===== config.mk =====
export PLATFORM = sky130hd
export DESIGN_NAME = ps2_mouse_packet_cursor
export DESIGN_NICKNAME = d
export VERILOG_FILES = /design/src/design/ps2mpc_pkg.sv /design/src/design/ps2_mouse_packet_cursor.sv /design/src/design/ps2mpc_clamp.sv
export VERILOG_INCLUDE_DIRS = /design/src /design/src/design
export SDC_FILE = /design/constraint.sdc
export NUM_CORES = 1
export LEC_CHECK = 0
export ABC_CLOCK_PERIOD_IN_PS = 5400
export BUFFER_PORTS_ARGS = -buffer_cell sky130_fd_sc_hd__clkbuf_2
export CORE_MARGIN = 2
export CORE_UTILIZATION = 30
export DETAILED_ROUTE_END_ITERATION = 6
export PLACE_DENSITY = 0.51
export SLEW_MARGIN = 20
export SYNTH_ARGS = -nofsm -noshare
export SYNTH_HDL_FRONTEND = slang
export SYNTH_SLANG_ARGS = --single-unit

===== constraint.sdc =====
create_clock -name clock -period 5.4 [get_ports clock]
set_input_delay 0.27 -clock clock [delete_from_list [all_inputs] [get_ports clock]]
set_output_delay 0.27 -clock clock [all_outputs]
set_load 0.05 [all_outputs]

===== src/design/ps2_mouse_packet_cursor_assert.svh =====
// Assertion macros shared by the mouse packet decoder RTL.
// Plain text only; depends on nothing else in the project.
`ifndef PS2_MOUSE_PACKET_CURSOR_ASSERT_SVH
`define PS2_MOUSE_PACKET_CURSOR_ASSERT_SVH

// The consequent must hold in the same cycle as the antecedent.
`define ASSERT_SAME_CYCLE(label, clk, rst, ante, cons, msg) \
   label: assert property (@(posedge clk) disable iff (rst) (ante) |-> (cons)) \
      else $error(msg);

// The consequent must hold in the cycle after the antecedent.
`define ASSERT_NEXT_CYCLE(label, clk, rst, ante, cons, msg) \
   label: assert property (@(posedge clk) disable iff (rst) (ante) |=> (cons)) \
      else $error(msg);

`endif


===== src/design/ps2mpc_pkg.sv =====
// Shared types and constants for the mouse packet decoder.
// Used by ps2mpc_clamp and ps2_mouse_packet_cursor; no dependencies.
package ps2mpc_pkg;

   localparam int COORD_BITS  = 12;
   localparam int CURSOR_SIZE = 16;
   localparam int TASKBAR_H   = 28;
   localparam int DELTA_X_W   = 9;
   localparam int DELTA_Y_W   = 10;
   localparam int BUTTONS_W   = 3;
   localparam int CSR_INDEX_W = 2;

   localparam int RESET_WIDTH  = 320;
   localparam int RESET_HEIGHT = 200;

   localparam logic [COORD_BITS-1:0] RESET_SCREEN_W = COORD_BITS'(RESET_WIDTH);
   localparam logic [COORD_BITS-1:0] RESET_SCREEN_H = COORD_BITS'(RESET_HEIGHT);
   localparam logic [COORD_BITS-1:0] RESET_CURSOR_X =
      COORD_BITS'((RESET_WIDTH - CURSOR_SIZE) / 2);
   localparam logic [COORD_BITS-1:0] RESET_CURSOR_Y =
      COORD_BITS'((RESET_HEIGHT - TASKBAR_H - CURSOR_SIZE) / 2);

   localparam logic [7:0] ACK_BYTE = 8'hFA;
   localparam int HEAD_X_SIGN_BIT = 4;
   localparam int HEAD_Y_SIGN_BIT = 5;

   localparam logic [CSR_INDEX_W-1:0] REG_SCREEN_WIDTH  = 2'd0;
   localparam logic [CSR_INDEX_W-1:0] REG_SCREEN_HEIGHT = 2'd1;

   typedef enum logic [1:0] {
      PHASE_ACK  = 2'd0,
      PHASE_HEAD = 2'd1,
      PHASE_DX   = 2'd2,
      PHASE_DY   = 2'd3
   } phase_type;

endpackage


===== src/design/ps2_mouse_packet_cursor.sv =====
// Top level of the mouse packet decoder and cursor tracker.
// Depends on ps2mpc_pkg, ps2mpc_clamp and ps2_mouse_packet_cursor_assert.svh.

// Accepts one mouse byte per clock. Bytes are dropped until the 0xFA
// acknowledge arrives; after that every third byte completes a packet and
// yields one response, registered and shown the cycle after that byte is
// accepted. The response carries the buttons, both movements and the new
// clamped cursor position. The rate is one byte per cycle, set by the single
// add-and-clamp stage per axis that sits before the response register. A
// third packet byte waits only while an earlier response is still untaken;
// other bytes are accepted regardless. Screen size registers must be written
// through the csr port while the block is idle, unenforced by the block; they
// apply at the next clamp. The cursor starts mid-screen above the taskbar.
module ps2_mouse_packet_cursor (
   input  logic                                    clock,
   input  logic                                    reset,
   input  logic                                    req_valid,
   output logic                                    req_ready,
   input  logic [7:0]                              req_mouse_byte,
   output logic                                    rsp_valid,
   input  logic                                    rsp_ready,
   output logic [ps2mpc_pkg::BUTTONS_W-1:0]        rsp_buttons,
   output logic signed [ps2mpc_pkg::DELTA_X_W-1:0] rsp_delta_x,
   output logic signed [ps2mpc_pkg::DELTA_Y_W-1:0] rsp_delta_y,
   output logic [ps2mpc_pkg::COORD_BITS-1:0]       rsp_cursor_x,
   output logic [ps2mpc_pkg::COORD_BITS-1:0]       rsp_cursor_y,
   input  logic                                    csr_we,
   input  logic [ps2mpc_pkg::CSR_INDEX_W-1:0]      csr_index,
   input  logic [ps2mpc_pkg::COORD_BITS-1:0]       csr_wdata
);
   import ps2mpc_pkg::*;

   `include "ps2_mouse_packet_cursor_assert.svh"

   phase_type                    phase_ff, phase_in;
   logic [7:0]                   head_ff;
   logic [7:0]                   dx_byte_ff;
   logic [COORD_BITS-1:0]        width_ff, height_ff;
   logic [COORD_BITS-1:0]        cur_x_ff, cur_y_ff;
   logic [COORD_BITS-1:0]        cur_x_in, cur_y_in;
   logic                         rsp_valid_ff, rsp_valid_in;
   logic [BUTTONS_W-1:0]         buttons_ff;
   logic signed [DELTA_X_W-1:0]  delta_x_ff, delta_x_in;
   logic signed [DELTA_Y_W-1:0]  delta_y_ff, delta_y_in;
   logic signed [DELTA_Y_W-1:0]  delta_x_wide;
   logic signed [DELTA_X_W-1:0]  dy_raw;
   logic                         accept;
   logic                         fire;

   // Only a packet-completing byte needs room in the response register.
   assign req_ready = !rsp_valid_ff || rsp_ready || (phase_ff != PHASE_DY);
   assign accept    = req_valid && req_ready;

   // Next packet phase.
   always_comb begin
      phase_in = phase_ff;
      if (accept) begin
         case (phase_ff)
            PHASE_ACK: begin
               if (req_mouse_byte == ACK_BYTE) begin
                  phase_in = PHASE_HEAD;
               end
            end
            PHASE_HEAD: phase_in = PHASE_DX;
            PHASE_DX:   phase_in = PHASE_DY;
            PHASE_DY:   phase_in = PHASE_HEAD;
            default:    phase_in = PHASE_ACK;
         endcase
      end
   end

   // Packet decode and response control.
   always_comb begin
      fire         = accept && (phase_ff == PHASE_DY);
      delta_x_in   = $signed({head_ff[HEAD_X_SIGN_BIT], dx_byte_ff});
      delta_x_wide = $signed({delta_x_in[DELTA_X_W-1], delta_x_in});
      dy_raw       = $signed({head_ff[HEAD_Y_SIGN_BIT], req_mouse_byte});
      delta_y_in   = -$signed({dy_raw[DELTA_X_W-1], dy_raw});
      if (fire) begin
         rsp_valid_in = 1'b1;
      end else if (rsp_ready) begin
         rsp_valid_in = 1'b0;
      end else begin
         rsp_valid_in = rsp_valid_ff;
      end
   end

   ps2mpc_clamp u_clamp_x (
      .pos     (cur_x_ff),
      .delta   (delta_x_wide),
      .size    (width_ff),
      .new_pos (cur_x_in)
   );

   ps2mpc_clamp u_clamp_y (
      .pos     (cur_y_ff),
      .delta   (delta_y_in),
      .size    (height_ff),
      .new_pos (cur_y_in)
   );

   always_ff @(posedge clock) begin
      if (reset) begin
         phase_ff     <= PHASE_ACK;
         rsp_valid_ff <= 1'b0;
         width_ff     <= RESET_SCREEN_W;
         height_ff    <= RESET_SCREEN_H;
         cur_x_ff     <= RESET_CURSOR_X;
         cur_y_ff     <= RESET_CURSOR_Y;
      end else begin
         phase_ff     <= phase_in;
         rsp_valid_ff <= rsp_valid_in;
         if (csr_we) begin
            case (csr_index)
               REG_SCREEN_WIDTH:  width_ff  <= csr_wdata;
               REG_SCREEN_HEIGHT: height_ff <= csr_wdata;
               default: ;
            endcase
         end
         if (fire) begin
            cur_x_ff <= cur_x_in;
            cur_y_ff <= cur_y_in;
         end
      end
   end

   // Packet bytes and response payload need no reset.
   always_ff @(posedge clock) begin
      if (accept && (phase_ff == PHASE_HEAD)) begin
         head_ff <= req_mouse_byte;
      end
      if (accept && (phase_ff == PHASE_DX)) begin
         dx_byte_ff <= req_mouse_byte;
      end
      if (fire) begin
         buttons_ff <= head_ff[BUTTONS_W-1:0];
         delta_x_ff <= delta_x_in;
         delta_y_ff <= delta_y_in;
      end
   end

   // The cursor only moves when a response is loaded, so it doubles as payload.
   assign rsp_valid    = rsp_valid_ff;
   assign rsp_buttons  = buttons_ff;
   assign rsp_delta_x  = delta_x_ff;
   assign rsp_delta_y  = delta_y_ff;
   assign rsp_cursor_x = cur_x_ff;
   assign rsp_cursor_y = cur_y_ff;

   `ASSERT_NEXT_CYCLE(a_ack_gate, clock, reset,
      accept && (phase_ff == PHASE_ACK) && (req_mouse_byte != ACK_BYTE),
      phase_ff == PHASE_ACK, "non-acknowledge byte left the wait phase")
   `ASSERT_NEXT_CYCLE(a_third_byte_fires, clock, reset,
      accept && (phase_ff == PHASE_DY),
      rsp_valid_ff && (phase_ff == PHASE_HEAD), "third packet byte gave no response")
   `ASSERT_SAME_CYCLE(a_rsp_after_ack, clock, reset,
      rsp_valid_ff, phase_ff != PHASE_ACK, "response present before acknowledge")

endmodule


===== src/design/ps2mpc_clamp.sv =====
// Adds a signed movement to one cursor coordinate and clamps it to the screen.
// Depends on ps2mpc_pkg for the coordinate width and cursor size.
module ps2mpc_clamp (
   input  logic [ps2mpc_pkg::COORD_BITS-1:0]       pos,
   input  logic signed [ps2mpc_pkg::DELTA_Y_W-1:0] delta,
   input  logic [ps2mpc_pkg::COORD_BITS-1:0]       size,
   output logic [ps2mpc_pkg::COORD_BITS-1:0]       new_pos
);
   import ps2mpc_pkg::*;

   localparam int SUM_W = COORD_BITS + 2;
   localparam int HI_W  = COORD_BITS + 1;

   logic signed [SUM_W-1:0] sum;
   logic signed [HI_W-1:0]  hi_raw;
   logic signed [SUM_W-1:0] hi;

   always_comb begin
      sum = $signed({2'b00, pos}) +
            $signed({{(SUM_W-DELTA_Y_W){delta[DELTA_Y_W-1]}}, delta});
      hi_raw = $signed({1'b0, size}) - $signed(HI_W'(CURSOR_SIZE));
      // A screen smaller than the cursor pins the upper bound at zero.
      if (hi_raw < 0) begin
         hi = '0;
      end else begin
         hi = $signed({{(SUM_W-HI_W){1'b0}}, hi_raw});
      end
      if (sum < 0) begin
         new_pos = '0;
      end else if (sum > hi) begin
         new_pos = hi[COORD_BITS-1:0];
      end else begin
         new_pos = sum[COORD_BITS-1:0];
      end
   end

endmodule


==> results.py <==
metrics = {
    "timing": {
        "max_freq_ghz": 0.219,
        "slew_violations": 0,
        "hold_viol": 0,
        "fin_crit_sh_pct": 84.7,
        "final-setup-viol-count": 0,
        "timing.slew.headroom_pct": 31.7,
        "tns_ns": 0,
        "setup_slack_ns": 0.826,
        "final.min_clock_period_ns": 4.57,
        "grt_setup_unrepaired": "no",
        "timing.clock.skew_ns": 0.00584,
        "slew_of_the_pin_with_the_lowest_slew_margin_ns": 1.02,
    },
    "power": {
        "share_of_total_power_consumed_by_net_switching_pct": 26.0,
        "combinational_fraction_of_design_power_pct": 11.0,
        "p_leak_nw": 2.62,
        "intPower_mw": 1.11,
        "power_frac_clock_pct": 43.2,
        "p_sw_mw": 0.389,
        "maximum_resistive_drop_on_vdd_mv": 0.137,
        "fin_total_pwr_mw": 1.50,
        "pwr-share-seq_pct": 45.8,
        "powerDensity_nw_per_um2": 234,
    },
    "synth": {
        "postSynthAreaPerCell_um2": 9.20,
        "synth_cell_area_um2": 5500,
        "synthSimpleGateAreaFrac_pct": 19.1,
        "synth_top_family_by_area": "simple AND/OR/NAND/NOR gates",
        "synth_compound_gate_area_share_pct": 18.7,
        "synth_enable_flop_cells": 35,
        "yosys.area_share.xor_xnor_pct": 4.62,
        "yosys.area_share.adder_pct": 14.8,
        "yosys.cell_types.count": 63,
        "ys_ff_latch": 86,
        "cell_taking_the_most_area_after_synthesis": "sky130_fd_sc_hd__edfxtp_1",
        "synthCells": 598,
        "synthesis.yosys.warnings": 0,
        "synth-async-reset-ratio_pct": 0,
        "syn_nets": 689,
        "postSynth.topFlopCell": "sky130_fd_sc_hd__dfxtp_1",
        "post_synth_mux_area_share_pct": 1.46,
        "synth.top_cells.by_area": "sky130_fd_sc_hd__edfxtp_1 19%, sky130_fd_sc_hd__dfxtp_1 19%, sky130_fd_sc_hd__ha_1 14%",
        "synth-seq-area-share_pct": 37.7,
        "yosys.cell_count.top_type": "sky130_fd_sc_hd__nand2_1",
        "synth_top_area_share_pct": 19.1,
        "synth_common_cells": "95 x sky130_fd_sc_hd__nand2_1, 62 x sky130_fd_sc_hd__ha_1, 51 x sky130_fd_sc_hd__dfxtp_1, 49 x sky130_fd_sc_hd__a21oi_1, 35 x sky130_fd_sc_hd__edfxtp_1",
    },
    "floorplanning": {
        "rows": 49,
        "fp.coreArea_um2": 18000,
        "die_width_um": 139,
        "dieArea_um2": 19400,
        "initial_core_utilization_pct": 30.6,
        "die_h_um": 139,
        "pin_count": 75,
    },
    "final_layout": {
        "diodes": 0,
        "finalNetCount": 758,
        "post_route_cells_drive_above_1_share_pct": 16.4,
        "layout-area-overhead-vs-synth_pct": 16.2,
        "post-route-cell-area_um2": 6400,
        "final_core_util_pct": 35.6,
    },
    "worst_setup_path": {
        "r2r_start": "rsp_cursor_y[0]",
        "cp.required_ns": 5.64,
        "worst-endpoint-arrival_ns": 4.81,
        "max_stage_delay_ns": 0.67,
        "worst-path-max-fanout": 13,
        "critical_path.endpoint_type": "flip-flop",
        "start_kind": "flip-flop",
        "worst-r2r-setup-slack_ns": 0.83,
        "critical_path.slowest_cell": "sky130_fd_sc_hd__o21bai_1",
        "worstPathCellList": "ha_1 -> inv_1 -> fa_1 -> nor2b_1 -> o31a_1 -> o21ai_1 -> a21oi_1 -> nor2b_1 -> o311ai_0 -> ha_1 -> o21a_1 -> a211oi_1 -> a211oi_1 -> o21bai_1 -> nand2_1 -> o311ai_0",
        "ff2ff_path_depth": 16,
        "critical_path.reg2reg.endpoint": "rsp_cursor_y[1]",
        "crit_type": "flip-flop to flip-flop",
    },
    "routing": {
        "avgViaCountPerCell": 5.17,
        "finalWirelength_um": 14400,
        "first_iter_violations": 300,
        "drc_errors": 0,
        "post_drt_wl_per_cell_um": 16.0,
        "postRouteAntennaNets": 0,
        "detailedRoute.firstPassIterationCount": 5,
        "route.vias.total": 4662,
    },
    "global_route": {
        "vias_in_the_first_global_route": 4605,
        "grt_use_total_pct": 15.1,
        "grt_max_degree": 37,
        "grt_first_pass_wirelength_um": 23600,
        "grt_overflow": 0,
        "number_of_antenna_violations_at_the_first_check_in_global_routing": 0,
    },
    "clock_tree": {
        "clock_tree.root_cell": "sky130_fd_sc_hd__clkbuf_16",
        "post_cts.repair.setup_buffers": 0,
        "tritoncts": "done",
        "cts_repair_resize_count": 0,
        "postCtsHoldBufs": 0,
        "clkLatencyLatePin_ns": 0.35,
        "clk_transition_reported_paths_ns": 0.07,
        "numClockSinks": 86,
        "htreeDepth": 3,
        "cts_buffer_depth": 2,
        "cts_inserted_buffers": 9,
    },
    "min_path": {
        "min-delay-path-class": "input port to flip-flop",
        "hold_path_startpoint": "csr_wdata[5]",
        "timing.hold.worst_path_depth": 3,
        "worstHoldEndpoint": "width_ff[5]",
    },
    "placed_design": {
        "place_worst_setup_slack_ns": 0.608,
        "gp_congestion": 0.854,
        "hpwlAfterDp_um": 11300,
        "postPlaceCellArea_um2": 6090,
        "io_buffers": 74,
    },
    "job": {
        "max_cap_violations": 0,
    },
    "outcome": {
        "run_status": "finished clean",
    },
}
[logic make-up after synthesis]
logic type | after synthesis
compound gates | 149
xor+xnor | 29
fa+ha+maj | 64
buf+inv | 50
flops | 86
mux | 8
simple gates | 212
[sequential cells by signal (all words and copies together) (netlist names)]
register and cells:
phase_ff 2, rsp_valid 1, rsp_buttons 3, rsp_delta_y 10, height_ff 12, dx_byte_ff 8, rsp_cursor_x 12, rsp_cursor_y 12
head_ff 5, width_ff 12, rsp_delta_x 9
[power by group through the flow]
stage	Combinational, mW	Clock (mW)	Sequential [mW]
2_1_floorplan	0.112	0	0.699
5_1_grt	0.186	0.692	0.687
6_report	0.165	0.646	0.686
4_1_cts	0.164	0.665	0.686
3_5_place_dp	0.163	0	0.701
3_3_place_gp	0.159	0	0.701
[layer usage]
metal / routed length, um / GRT usage (%) / up-vias / share of wire [%]
li1: - / - / 2326 / -
met4: 255 / 5.69 / 0 / 1.8
met5: 0 / 0 / - / 0
met2: 6460 / 24.3 / 115 / 45
met3: 604 / 2.65 / 17 / 4.2
met1: 7080 / 20.4 / 2204 / 49
[worst max-delay path: cells and delay by family (launching register included)]
kind            cells  cell delay [ns]
compound gates      9             2.53
fa+ha+maj           3             1.00
simple gates        3             0.45
flops               1             0.42
buf+inv             1             0.06
[how the worst max path moves through the flow]
stage	start	endpoint	depth (start not counted)
6_report	rsp_cursor_y[0]	rsp_cursor_y[1]	16
5_1_grt	rsp_cursor_y[0]	rsp_cursor_y[1]	16
4_1_cts	rsp_cursor_y[0]	rsp_cursor_y[1]	16
3_5_place_dp	req_mouse_byte[0]	rsp_cursor_y[11]	18
3_3_place_gp	req_mouse_byte[0]	rsp_cursor_y[11]	18
2_1_floorplan	rsp_cursor_x[3]	rsp_cursor_x[1]	15
[cell type report]
class,instances,area [um2]
multi-input cells,462,3230
flip-flops and latches,86,2070
clock buffers,9,225
inverters,33,124
clock inverters,7,77.6
well taps,229,287
repair buffers,75,378
fillers,1837,11600
[cell usage in the layout (no fill, tap or decap), drive strengths merged, types with 14 or more instances in the layout]
cell type  instances
a21o              17
ha                62
a21oi             50
xnor2             15
o21ai             20
edfxtp            35
inv               36
nand4             14
clkbuf            83
nor2              30
xor2              14
dfxtp             51
nand2             95
[stage by stage]
step	hold slack (ns)	cells
after floorplan	0.369	598
after global placement	0.407	885
after detailed placement	0.406	885
after CTS	0.146	901
after global routing	0.152	901
final	0.162	901
No activity file was read; power rests on OpenSTA's default activity.
